File: config.mk
export PLATFORM = sky130hd
export DESIGN_NAME = glyph_quad_text_layout
export DESIGN_NICKNAME = d
export VERILOG_FILES = /design/src/design/gqtl_pkg.sv /design/src/design/gqtl_adv_rom.sv /design/src/design/glyph_quad_text_layout.sv
export VERILOG_INCLUDE_DIRS = /design/src /design/src/design
export SDC_FILE = /design/constraint.sdc
export NUM_CORES = 1
export LEC_CHECK = 0
export ABC_AREA = 1
export BUFFER_PORTS_ARGS = -buffer_cell sky130_fd_sc_hd__buf_2
export CORE_MARGIN = 5
export CORE_UTILIZATION = 40
export DETAILED_ROUTE_END_ITERATION = 10
export GPL_ROUTABILITY_DRIVEN = 0
export SLEW_MARGIN = 20
export SYNTH_ARGS = -nofsm -noshare
export SYNTH_HDL_FRONTEND = slang
export SYNTH_SLANG_ARGS = --single-unit
File: constraint.sdc
create_clock -name clock -period 3.9 [get_ports clock]
set_clock_uncertainty 0.05 [all_clocks]
set_input_delay 0.39 -clock clock [delete_from_list [all_inputs] [get_ports clock]]
set_output_delay 0.39 -clock clock [all_outputs]
set_load 0.05 [all_outputs]
File: src/design/glyph_quad_text_layout_macros.svh
// Assertion helpers for the text layout block.
// The SYNTH flavour drops every check.
`ifndef GLYPH_QUAD_TEXT_LAYOUT_MACROS_SVH
`define GLYPH_QUAD_TEXT_LAYOUT_MACROS_SVH
`ifndef SYNTH
`define GQTL_ASSERT_NOW(label, clk, rst, ante, cons, msg) \
   label: assert property (@(posedge clk) disable iff (rst) (ante) |-> (cons)) \
      else $error(msg);
`define GQTL_ASSERT_NEXT(label, clk, rst, ante, cons, msg) \
   label: assert property (@(posedge clk) disable iff (rst) (ante) |=> (cons)) \
      else $error(msg);
`else
`define GQTL_ASSERT_NOW(label, clk, rst, ante, cons, msg)
`define GQTL_ASSERT_NEXT(label, clk, rst, ante, cons, msg)
`endif
`endif

File: src/design/gqtl_pkg.sv
package gqtl_pkg;

   localparam int PEN_BITS = 16;
   localparam int POS_BITS = 16;
   localparam int CNT_BITS = 16;
   localparam int CODE_BITS = 8;
   localparam int ADV_BITS = 3;
   localparam int TEX_BITS = 5;
   localparam int VTX_BITS = 4;
   localparam int CORNER_BITS = 3;
   localparam int OFS_BITS = 4;

   typedef logic [PEN_BITS-1:0] pen_type;
   typedef logic [POS_BITS-1:0] pos_type;
   typedef logic [CNT_BITS-1:0] cnt_type;
   typedef logic [CODE_BITS-1:0] code_type;
   typedef logic [ADV_BITS-1:0] adv_type;
   typedef logic [VTX_BITS-1:0] vtx_type;
   typedef logic [CORNER_BITS-1:0] corner_type;

   localparam code_type CODE_NEWLINE = 8'd10;
   localparam code_type CODE_SPACE = 8'd32;

   localparam pen_type LINE_STEP = PEN_BITS'(9);
   localparam pen_type SPACE_STEP = PEN_BITS'(4);

   localparam vtx_type VTX_FIRST = 4'd0;
   localparam vtx_type VTX_QUAD = 4'd6;
   localparam vtx_type VTX_LAST = 4'd11;

   // Pen advance after a glyph; most codes take six pixels.
   function automatic adv_type glyph_advance(input code_type code);
      adv_type adv;
      unique case (code)
         8'd33, 8'd44, 8'd46, 8'd105: adv = 3'd2;
         8'd39, 8'd108:               adv = 3'd3;
         8'd73, 8'd116:               adv = 3'd4;
         8'd34, 8'd40, 8'd41, 8'd42,
         8'd102, 8'd107:              adv = 3'd5;
         8'd64:                       adv = 3'd7;
         default:                     adv = 3'd6;
      endcase
      return adv;
   endfunction

   // Corner tables over the six vertices of a quad.
   function automatic logic [OFS_BITS-1:0] corner_x(input corner_type j);
      logic [OFS_BITS-1:0] ofs;
      unique case (j)
         3'd1, 3'd2, 3'd3: ofs = 4'd8;
         default:          ofs = 4'd0;
      endcase
      return ofs;
   endfunction

   function automatic logic [OFS_BITS-1:0] corner_y(input corner_type j);
      logic [OFS_BITS-1:0] ofs;
      unique case (j)
         3'd2, 3'd3, 3'd4: ofs = 4'd8;
         default:          ofs = 4'd0;
      endcase
      return ofs;
   endfunction

   function automatic logic corner_u(input corner_type j);
      logic ofs;
      unique case (j)
         3'd1, 3'd2, 3'd3: ofs = 1'b1;
         default:          ofs = 1'b0;
      endcase
      return ofs;
   endfunction

   function automatic logic corner_v(input corner_type j);
      logic ofs;
      unique case (j)
         3'd0, 3'd1, 3'd5: ofs = 1'b1;
         default:          ofs = 1'b0;
      endcase
      return ofs;
   endfunction

   // Read the pen as signed and wrap it to vertex width.
   function automatic pos_type pen_to_pos(input pen_type pen);
      logic signed [31:0] wide;
      wide = 32'($signed(pen));
      return wide[POS_BITS-1:0];
   endfunction

endpackage

File: src/design/gqtl_adv_rom.sv
module gqtl_adv_rom (
   input  logic                clock,
   input  logic                rd_en,
   input  gqtl_pkg::code_type  rd_addr,
   output gqtl_pkg::adv_type   rd_data
);
   import gqtl_pkg::*;

   adv_type data_ff;

   always_ff @(posedge clock) begin
      if (rd_en) begin
         data_ff <= glyph_advance(rd_addr);
      end
   end

   assign rd_data = data_ff;

endmodule

File: src/design/glyph_quad_text_layout.sv
// Text layout: one character code per request, up to twelve vertex responses out.
// A printable code occupies the block until its twelfth vertex is sent, one vertex
// leaving the response register per cycle while it is not stalled; the next request
// is taken in the cycle that sends the twelfth vertex. Newline and space produce no
// vertices and are taken at one per cycle. The pen advance comes from a
// 256-entry registered ROM read when the request is taken; it is applied to the pen as
// the twelfth vertex goes out. Response stall holds the vertex sequencer in place.
`include "glyph_quad_text_layout_macros.svh"

module glyph_quad_text_layout (
   input  logic                       clock,
   input  logic                       reset,
   input  logic                       req_valid,
   output logic                       req_stall,
   input  gqtl_pkg::code_type         req_char_code,
   input  logic                       req_start_of_text,
   output logic                       rsp_valid,
   input  logic                       rsp_stall,
   output logic signed [15:0]         rsp_pos_x,
   output logic signed [15:0]         rsp_pos_y,
   output logic [4:0]                 rsp_tex_u,
   output logic [4:0]                 rsp_tex_v,
   output logic                       rsp_is_shadow,
   output logic [15:0]                rsp_vertex_number,
   output logic                       rsp_last_of_run
);
   import gqtl_pkg::*;

   pen_type    pen_x_ff, pen_x_in;
   pen_type    pen_y_ff, pen_y_in;
   cnt_type    cnt_ff, cnt_in;
   logic       busy_ff, busy_in;
   vtx_type    vtx_ff, vtx_in;
   code_type   code_ff, code_in;
   adv_type    adv;

   logic       rsp_valid_ff;
   pos_type    rsp_pos_x_ff, rsp_pos_y_ff;
   logic [TEX_BITS-1:0] rsp_tex_u_ff, rsp_tex_v_ff;
   logic       rsp_shadow_ff;
   cnt_type    rsp_number_ff;
   logic       rsp_last_ff;

   logic       slot_free, emit, finish, req_fire, req_printable;
   logic       shadow;
   corner_type corner;
   pos_type    base_x, base_y, vtx_x, vtx_y;
   logic [TEX_BITS-1:0] vtx_u, vtx_v;

   gqtl_adv_rom u_adv_rom (
      .clock   (clock),
      .rd_en   (req_fire),
      .rd_addr (req_char_code),
      .rd_data (adv)
   );

   assign slot_free     = !rsp_valid_ff || !rsp_stall;
   assign emit          = busy_ff && slot_free;
   assign finish        = emit && (vtx_ff == VTX_LAST);
   assign req_stall     = busy_ff && !finish;
   assign req_fire      = req_valid && !req_stall;
   assign req_printable = (req_char_code != CODE_NEWLINE) && (req_char_code != CODE_SPACE);

   always_comb begin
      // retire the current glyph first, then apply the incoming request
      pen_x_in = finish ? pen_x_ff + PEN_BITS'(adv) : pen_x_ff;
      pen_y_in = pen_y_ff;
      cnt_in   = emit ? cnt_ff + 1'b1 : cnt_ff;
      busy_in  = finish ? 1'b0 : busy_ff;
      vtx_in   = emit ? vtx_ff + 1'b1 : vtx_ff;
      code_in  = code_ff;
      if (req_fire) begin
         if (req_start_of_text) begin
            pen_x_in = '0;
            pen_y_in = '0;
            cnt_in   = '0;
         end
         priority if (req_char_code == CODE_NEWLINE) begin
            pen_x_in = '0;
            pen_y_in = pen_y_in - LINE_STEP;
         end else if (req_char_code == CODE_SPACE) begin
            pen_x_in = pen_x_in + SPACE_STEP;
         end else begin
            busy_in = 1'b1;
         end
         vtx_in  = VTX_FIRST;
         code_in = req_char_code;
      end
   end

   always_comb begin
      shadow = vtx_ff < VTX_QUAD;
      corner = shadow ? vtx_ff[CORNER_BITS-1:0] : CORNER_BITS'(vtx_ff - VTX_QUAD);
      base_x = pen_to_pos(pen_x_ff) + POS_BITS'(shadow);
      base_y = pen_to_pos(pen_y_ff) - POS_BITS'(shadow);
      vtx_x  = base_x + POS_BITS'(corner_x(corner));
      vtx_y  = base_y + POS_BITS'(corner_y(corner));
      vtx_u  = TEX_BITS'(code_ff[3:0]) + TEX_BITS'(corner_u(corner));
      vtx_v  = TEX_BITS'(code_ff[7:4]) + TEX_BITS'(corner_v(corner));
   end

   always_ff @(posedge clock) begin
      if (reset) begin
         pen_x_ff <= '0;
         pen_y_ff <= '0;
         cnt_ff   <= '0;
         busy_ff  <= 1'b0;
         vtx_ff   <= VTX_FIRST;
      end else begin
         pen_x_ff <= pen_x_in;
         pen_y_ff <= pen_y_in;
         cnt_ff   <= cnt_in;
         busy_ff  <= busy_in;
         vtx_ff   <= vtx_in;
      end
   end

   always_ff @(posedge clock) begin
      code_ff <= code_in;
   end

   always_ff @(posedge clock) begin
      if (reset) begin
         rsp_valid_ff <= 1'b0;
      end else if (emit) begin
         rsp_valid_ff <= 1'b1;
      end else if (!rsp_stall) begin
         rsp_valid_ff <= 1'b0;
      end
   end

   always_ff @(posedge clock) begin
      if (emit) begin
         rsp_pos_x_ff  <= vtx_x;
         rsp_pos_y_ff  <= vtx_y;
         rsp_tex_u_ff  <= vtx_u;
         rsp_tex_v_ff  <= vtx_v;
         rsp_shadow_ff <= shadow;
         rsp_number_ff <= cnt_ff + 1'b1;
         rsp_last_ff   <= (vtx_ff == VTX_LAST);
      end
   end

   assign rsp_valid         = rsp_valid_ff;
   assign rsp_pos_x         = rsp_pos_x_ff;
   assign rsp_pos_y         = rsp_pos_y_ff;
   assign rsp_tex_u         = rsp_tex_u_ff;
   assign rsp_tex_v         = rsp_tex_v_ff;
   assign rsp_is_shadow     = rsp_shadow_ff;
   assign rsp_vertex_number = rsp_number_ff;
   assign rsp_last_of_run   = rsp_last_ff;

   `GQTL_ASSERT_NEXT(a_glyph_starts, clock, reset, req_fire && req_printable,
      busy_ff && (vtx_ff == VTX_FIRST), "glyph request did not start the vertex sequence")
   `GQTL_ASSERT_NEXT(a_pen_hold, clock, reset, busy_ff && !finish,
      $stable(pen_x_ff) && $stable(pen_y_ff), "pen moved in the middle of a glyph")
   `GQTL_ASSERT_NEXT(a_last_marked, clock, reset, finish,
      rsp_valid_ff && rsp_last_ff && !rsp_shadow_ff, "twelfth vertex not marked as last")
   `GQTL_ASSERT_NOW(a_take_on_finish, clock, reset, req_fire && busy_ff,
      finish, "request taken while a glyph was still running")

endmodule
==> results of run 1 <==
[Yosys cell counts, types with 3 or more instances]
cell type,n
sky130_fd_sc_hd__a211oi_1,10
sky130_fd_sc_hd__o22ai_1,5
sky130_fd_sc_hd__nor2_4,9
sky130_fd_sc_hd__nand3b_1,3
sky130_fd_sc_hd__edfxtp_1,71
sky130_fd_sc_hd__buf_4,3
sky130_fd_sc_hd__inv_1,110
sky130_fd_sc_hd__nand2_1,160
sky130_fd_sc_hd__ha_1,31
sky130_fd_sc_hd__clkbuf_1,4
sky130_fd_sc_hd__buf_2,4
sky130_fd_sc_hd__o21ai_1,3
sky130_fd_sc_hd__nor3_1,10
sky130_fd_sc_hd__nor2_2,6
sky130_fd_sc_hd__nand3_1,51
sky130_fd_sc_hd__a31oi_1,4
sky130_fd_sc_hd__nand3_2,5
sky130_fd_sc_hd__nor3_2,3
sky130_fd_sc_hd__a21oi_1,35
sky130_fd_sc_hd__o21ai_0,45
sky130_fd_sc_hd__or2_2,4
sky130_fd_sc_hd__dfxtp_1,54
sky130_fd_sc_hd__nand4_1,15
sky130_fd_sc_hd__xor2_1,41
sky130_fd_sc_hd__nand2_2,9
sky130_fd_sc_hd__o211ai_1,3
sky130_fd_sc_hd__xnor2_1,8
sky130_fd_sc_hd__nor2_1,82
sky130_fd_sc_hd__inv_2,4
[through the flow]
stage / total power [mW] / hold slack [ns] / worst slack [ns]
after floorplan: 1.942 / 0.4004 / 0.6995
after global placement: 2.052 / 0.4208 / 0.8418
after detailed placement: 2.056 / 0.4225 / 0.7472
after CTS: 3.657 / 0.1095 / 0.7362
after global routing: 3.755 / 0.1143 / 0.3874
final: 3.610 / 0.1284 / 0.7641
[power by group through the flow]
stage	combinational (mW)	clock [mW]	sequential, mW
floorplan	0.193	0	1.75
global placement	0.491	0	1.56
detailed placement	0.495	0	1.56
CTS	0.497	1.63	1.53
global route	0.533	1.68	1.54
finish	0.490	1.59	1.53
[cells by family after synthesis]
group           Yosys count  share of synthesized area (%)
compound gates          115                          9.362
xor+xnor                 49                          6.128
fa+ha+maj                33                          6.110
buf+inv                 130                          7.450
flops                   125                          45.88
simple gates            368                          25.07
[worst min-delay path by stage]
stage / cells after the start / slack (ns) / startpoint / endpoint
floorplan: 2 / 0.40 / cnt_ff[11]$_SDFF_PP0_ / cnt_ff[11]$_SDFF_PP0_
global placement: 2 / 0.42 / cnt_ff[11]$_SDFF_PP0_ / cnt_ff[11]$_SDFF_PP0_
detailed placement: 2 / 0.42 / cnt_ff[11]$_SDFF_PP0_ / cnt_ff[11]$_SDFF_PP0_
CTS: 1 / 0.11 / req_char_code[6] / code_ff[6]$_DFFE_PP_
global route: 1 / 0.11 / req_char_code[7] / code_ff[7]$_DFFE_PP_
finish: 1 / 0.13 / req_char_code[7] / code_ff[7]$_DFFE_PP_
[worst reg2reg max path: stages (launching register included)]
cell and delay (ns):
sky130_fd_sc_hd__dfxtp_1 0.37, sky130_fd_sc_hd__ha_1 0.30, sky130_fd_sc_hd__o22ai_1 0.09, sky130_fd_sc_hd__o21ai_0 0.23, sky130_fd_sc_hd__o21ai_0 0.16, sky130_fd_sc_hd__ha_1 0.30
sky130_fd_sc_hd__inv_1 0.04, sky130_fd_sc_hd__ha_1 0.32, sky130_fd_sc_hd__a21oi_1 0.16, sky130_fd_sc_hd__nand2_1 0.11, sky130_fd_sc_hd__a21oi_1 0.23, sky130_fd_sc_hd__o21ai_0 0.20
sky130_fd_sc_hd__nand4_1 0.11, sky130_fd_sc_hd__nand3_1 0.08, sky130_fd_sc_hd__xor2_1 0.15
[registers in the layout, summed over array words and instances, names as in the netlist, 3 cells and up]
signal             flops
cnt_ff                16
pen_x_ff              16
pen_y_ff              16
rsp_pos_x             16
rsp_pos_y             16
rsp_vertex_number     16
code_ff                8
rsp_tex_u              5
rsp_tex_v              5
vtx_ff                 4
u_adv_rom.rd_data      3
[per-layer routing]
metal / part of all wire (%) / wire (um) / up-vias
li1: - / - / 2897
met1: 49 / 7303 / 2454
met5: 0 / 0 / -
met3: 5.0 / 746 / 16
met4: 1.5 / 227 / 0
met2: 44 / 6635 / 112
[final cells by class]
class / instances / area, sq um / share of cell area (%)
Inverter: 116 / 435.4 / 5.298
Clock buffer: 20 / 467.9 / 5.694
Sequential cell: 125 / 3213 / 39.10
Clock inverter: 12 / 136.4 / 1.660
Tap cell: 225 / 281.5 / 3.426
Timing Repair Buffer: 80 / 415.4 / 5.055
Multi-Input combinational cell: 565 / 3268 / 39.77
==> reports/qor.txt, run 1 <==
Type of origin of the critical path -> flop
Met1 Usage GRT -> 20.89%
Net switching power figure -> 1.001 mW
Part of the cycle the worst path needs -> 80.41%
Post-CTS setup buffers -> 0
Number of DRC violations after detailed-routing iteration 0 -> 330
Global-route wire length before repair -> 25050 um
Detailed-router iteration count before antenna repair -> 5
Final hold violation count -> 0
Most common cell after layout, fill and taps aside -> sky130_fd_sc_hd__nand2_1
Chip width -> 142.3 um
Synthesized area -> 0.007003 sq mm
Met3 track utilization from global routing -> 3.931%
Largest delay contributor family on the critical path -> compound AO/OA/AOI/OAI gates
Result of the run -> complete, no violations
Clock period minus worst slack -> 3.136 ns
Input/output buffers -> 74
Dominant synthesized flop cell -> sky130_fd_sc_hd__edfxtp_1
Max-slew violations -> 0
Class of the most critical hold timing path -> in -> reg
Number of buffers on the longest clock path -> 2
Number of filler instances in the final layout -> 1682
CTS Buf Count -> 17
Count of max-cap constraint violations -> 0
Syn Inst Count -> 820
GRT met2 Usage -> 23.55%
Leakage -> 3.491 nW
Largest net degree at the start of global routing -> 75
Endpoint of the most critical setup path -> rsp_pos_y[14]$_DFFE_PP_
Post-synth EDFFs -> 71
Placement Cell Area -> 0.007614 sq mm
Number of vias in the routed layout -> 5479
Biggest area consumer among synthesized cells -> sky130_fd_sc_hd__edfxtp_1
CTS H-Tree Depth -> 4
Antenna violations before repair -> 0
R2R setup slack -> 0.76 ns
Routed via count divided by cell count -> 4.794
Worst ir drop on vdd -> 0.3171 mV
Startpoint of the lowest-slack register-to-register path -> vtx_ff[1]$_SDFFE_PP0P_
Remaining design rule violation count -> 0
Total of endpoints with negative setup slack in the final report -> 0
Sw frac -> 27.74%
Number of diodes added for antenna fixing -> 0
Top cells by area, synth -> sky130_fd_sc_hd__edfxtp_1, sky130_fd_sc_hd__dfxtp_1, sky130_fd_sc_hd__nand2_1
CP max FO -> 6
Proportion of power drawn by the clock network -> 44.0%
CTS-repair resized insts -> 0
Clock transition at the registers of the reported paths -> 0.06 ns
Required arrival time at the worst endpoint -> 4.02 ns
Global Route Usage Sum -> 15.34%
Die ar. -> 0.02025 sq mm
Rel. slew slack -> 38.94%
Maximum operating frequency -> 318.9 MHz
Cell-by-cell listing of the critical path -> ha_1 -> o22ai_1 -> o21ai_0 -> o21ai_0 -> ha_1 -> inv_1 -> ha_1 -> a21oi_1 -> nand2_1 -> a21oi_1 -> o21ai_0 -> nand4_1 -> nand3_1 -> xor2_1
Area of all placed cells without fillers -> 0.008218 sq mm
Syn nets -> 866
Total overflow reported by the global router -> 0
Area of the core region -> 0.01724 sq mm
Yosys reg bits -> 125
Effective utilization at floorplan -> 40.63%
Post-synthesis to final-layout area growth -> 17.35%
Syn_area_per_cell -> 8.540 sq um
Final HPWL from detailed placement -> 10930 um
Layout cell share with drive strength beyond 1 -> 17.32%
Number of warning messages in the yosys log -> 0
Source-to-sink clock delay at the later pin of the worst-skew pair -> 0.42 ns
Clock sink total -> 125
Number of top-level pins -> 75
Critical path buffers and inverters -> 1
Nature of the critical path endpoint -> flop
Non-filler instance count after layout -> 1143
Wirelength, routed -> 14910 um
R2r worst-path depth -> 14
Worst EP arrival -> 3.25 ns
Remaining number of nets flagged by the antenna check after routing -> 0
Internal Power -> 2.608 mW
Utilization after layout -> 47.68%
Sequential share of power -> 42.5%
Async set or reset register ratio after synthesis -> 0%
Die Y -> 142.3 um
Clock tree from TritonCTS -> yes
Total negative setup slack -> 0 ns
Placed cell count -> 1111
Worst setup path startpoint -> vtx_ff[1]$_SDFFE_PP0P_
Count of nets after finishing -> 951
Layer with the highest usage after global routing -> met2
Unrepaired setup endpoints after global routing -> no
Power density of the placed cells -> 439.3 mW/mm^2
Most frequent cells in the layout -> sky130_fd_sc_hd__nand2_1, sky130_fd_sc_hd__inv_1, sky130_fd_sc_hd__nor2_1
Vias in the first global route -> 5188
Number of gates on the worst path with buffers counted -> 14
Clock Root Buffer -> sky130_fd_sc_hd__clkbuf_16
Worst-Margin Slew -> 0.9160 ns
Critical register-to-register path endpoint -> rsp_pos_y[14]$_DFFE_PP_
Area fraction of the dominant cell type after synthesis -> 30.44%
Crit path max-delay cell type -> sky130_fd_sc_hd__dfxtp_1
Setup CP Type -> reg -> reg
Num rows -> 48
Comb power frac -> 13.6%
Highest cell delay on the worst timing path -> 0.37 ns
Hold-fix buffer count after cts -> 0
Wire length per cell -> 13.05 um
Count of unique library cells instantiated by Yosys -> 49
Register area share after synthesis -> 45.88%
Note: power is estimated with default switching activity, not from simulation.
==> run 2: changes to the inputs <==
- clock period: 3.9 -> 3.1 ns (I/O delays scaled with it)
==> run 2 against run 1 <==
Setup slack worse by 0.57 ns. Register-to-register slack got worse by 0.57 ns. Non-clock buffer count up 9. Critical path depth stayed put. Largest power group unchanged.
==> reports/qor.txt, run 2 (synthesized netlist as in run 1, its figures left out) <==
Result of the run -> complete, no violations
Maximum operating frequency -> 344.4 MHz (+8.0%)
Most frequent cells in the layout -> sky130_fd_sc_hd__nand2_1, sky130_fd_sc_hd__inv_1, sky130_fd_sc_hd__nor2_1
Num rows -> 48 (unchanged)
Number of filler instances in the final layout -> 1677 (-0.30%)
Remaining number of nets flagged by the antenna check after routing -> 0 (unchanged)
CP max FO -> 6 (unchanged)
Startpoint of the lowest-slack register-to-register path -> vtx_ff[1]$_SDFFE_PP0P_
Unrepaired setup endpoints after global routing -> no
Crit path max-delay cell type -> sky130_fd_sc_hd__dfxtp_2
Hold-fix buffer count after cts -> 0 (unchanged)
Chip width -> 142.3 um (unchanged)
Vias in the first global route -> 5319 (+2.5%)
Source-to-sink clock delay at the later pin of the worst-skew pair -> 0.42 ns (about the same)
Power density of the placed cells -> 549.5 mW/mm^2 (+25%)
Number of DRC violations after detailed-routing iteration 0 -> 342 (+3.6%)
CTS H-Tree Depth -> 4 (unchanged)
Setup CP Type -> reg -> reg
Clock sink total -> 125 (unchanged)
Count of max-cap constraint violations -> 0 (unchanged)
Largest net degree at the start of global routing -> 75 (unchanged)
Routed via count divided by cell count -> 4.831 (+0.78%)
Total overflow reported by the global router -> 0 (unchanged)
Clock period minus worst slack -> 2.904 ns (-0.2321 ns)
Effective utilization at floorplan -> 40.63% (unchanged)
Worst EP arrival -> 3.02 ns (-0.23 ns)
Number of vias in the routed layout -> 5565 (+1.6%)
Final hold violation count -> 0 (unchanged)
Worst setup path startpoint -> vtx_ff[1]$_SDFFE_PP0P_
Most common cell after layout, fill and taps aside -> sky130_fd_sc_hd__nand2_1
Global Route Usage Sum -> 15.63% (+0.28 points)
Rel. slew slack -> 39.21% (+0.28 points)
Clock Root Buffer -> sky130_fd_sc_hd__clkbuf_16
Worst path setup slack after routing -> 0.1962 ns (-0.5679 ns)
Nature of the critical path endpoint -> flop
Global-route wire length before repair -> 25640 um (+2.4%)
Total area of multi-input combinational cells -> 0.003308 sq mm (+1.2%)
Cell-by-cell listing of the critical path -> ha_1 -> o22ai_2 -> o21ai_2 -> o21ai_0 -> ha_1 -> inv_1 -> ha_1 -> a21oi_1 -> nand2_1 -> nand4_1 -> o211ai_1 -> a31oi_2 -> o21ai_1 -> xor2_1
Post-Place Setup Slack -> 0.02122 ns (-0.7260 ns)
Utilization after layout -> 48.29% (+0.61 points)
Antenna violations before repair -> 0 (unchanged)
Total of endpoints with negative setup slack in the final report -> 0 (unchanged)
Final HPWL from detailed placement -> 11030 um (+0.94%)
Max-slew violations -> 0 (unchanged)
Type of origin of the critical path -> flop
Storage cell area -> 0.003216 sq mm (about the same)
Die ar. -> 0.02025 sq mm (unchanged)
Part of the cycle the worst path needs -> 93.67% (+13 points)
Worst ir drop on vdd -> 0.3899 mV (+23%)
Detailed-router iteration count before antenna repair -> 5 (unchanged)
R2r worst-path depth -> 14 (unchanged)
Highest cell delay on the worst timing path -> 0.36 ns (about the same)
Wire length per cell -> 13.15 um (+0.79%)
Remaining design rule violation count -> 0 (unchanged)
Endpoint of the most critical setup path -> rsp_pos_y[13]$_DFFE_PP_
Worst-Margin Slew -> 0.9118 ns (-0.004161 ns)
Die Y -> 142.3 um (unchanged)
Area of the core region -> 0.01724 sq mm (unchanged)
Wirelength, routed -> 15150 um (+1.6%)
Top cell by count, worst path -> sky130_fd_sc_hd__ha_1
Class of the most critical hold timing path -> in -> reg
Count of nets after finishing -> 960 (+0.95%)
Layout cell share with drive strength beyond 1 -> 18.88% (+1.6 points)
CTS Buf Count -> 17 (unchanged)
Critical register-to-register path endpoint -> rsp_pos_y[13]$_DFFE_PP_
R2R setup slack -> 0.20 ns (-0.57 ns)
Number of top-level pins -> 75 (unchanged)
Number of buffers on the longest clock path -> 2 (unchanged)
Required arrival time at the worst endpoint -> 3.22 ns (-0.80 ns)
Number of diodes added for antenna fixing -> 0 (unchanged)
Clock tree from TritonCTS -> yes
Clock transition at the registers of the reported paths -> 0.06 ns (about the same)
Leakage -> 3.538 nW (+1.3%)
Input/output buffers -> 74 (unchanged)
Post-synthesis to final-layout area growth -> 18.85%
Total negative setup slack -> 0 ns (unchanged)
-- run 2: where the power goes --
part	leakage (nW)	internal, mW	switching (mW)
clock network	0.284	1.27	0.742
logic	2.16	0.152	0.482
registers	1.09	1.89	0.0424
total	3.54	3.31	1.27
-- run 2: worst min-delay path by stage --
stage                                     start                    end  slack, ns  depth (start not counted)
final                          req_char_code[7]   code_ff[7]$_DFFE_PP_       0.05                          1
after floorplan                req_char_code[0]   code_ff[0]$_DFFE_PP_       0.36                          0
after global placement    cnt_ff[11]$_SDFF_PP0_  cnt_ff[11]$_SDFF_PP0_       0.42                          2
after CTS                      req_char_code[6]   code_ff[6]$_DFFE_PP_       0.03                          1
after detailed placement  cnt_ff[11]$_SDFF_PP0_  cnt_ff[11]$_SDFF_PP0_       0.43                          2
after global routing           req_char_code[7]   code_ff[7]$_DFFE_PP_       0.04                          1
-- run 2: metrics by stage --
step	instances	cell area, sq um	total power, mW	hold WS, ns
2_1_floorplan	820	7004	2.440	0.3589
3_3_place_gp	1118	7666	2.594	0.4213
3_5_place_dp	1118	7666	2.597	0.4255
4_1_cts	1150	8272	4.621	0.03253
5_1_grt	1152	8323	4.763	0.04170
6_report	1152	8323	4.573	0.04626
-- run 2: area by class of cell --
class,instances,area share (%)
flip-flops and latches,125,38.63
clock buffers,19,5.201
multi-input cells,565,39.75
repair buffers,89,5.803
clock inverters,13,1.999
well taps,225,3.382
inverters,116,5.232
-- run 2: layer usage --
layer / track usage, % / routed length [um] / up-vias / share of wire (%)
met5: 0 / 0 / - / 0
met4: 6.503 / 310 / 0 / 2.0
met3: 3.327 / 672 / 25 / 4.4
met2: 24.72 / 6773 / 108 / 45
met1: 20.86 / 7393 / 2517 / 49
li1: - / - / 2915 / -
-- run 2: critical path, delay by kind of cell, from the launching register on --
family / cells / cell delay [ns]
AOI/OAI and AO/OA: 7 / 1.05
xor gates and xnor gates: 1 / 0.15
adders and majority gates: 3 / 0.82
buffers and inverters: 1 / 0.04
DFF: 1 / 0.36
and+or+nand+nor: 2 / 0.20
-- run 2: repair_timing --
| action | CTS | global route |
|---|---|---|
| gates resized for setup | 1 | 11 |
| buffers inserted | 0 | 2 |
| endpoints found under the setup margin | 2 | 6 |
| pin swaps | 0 | 1 |
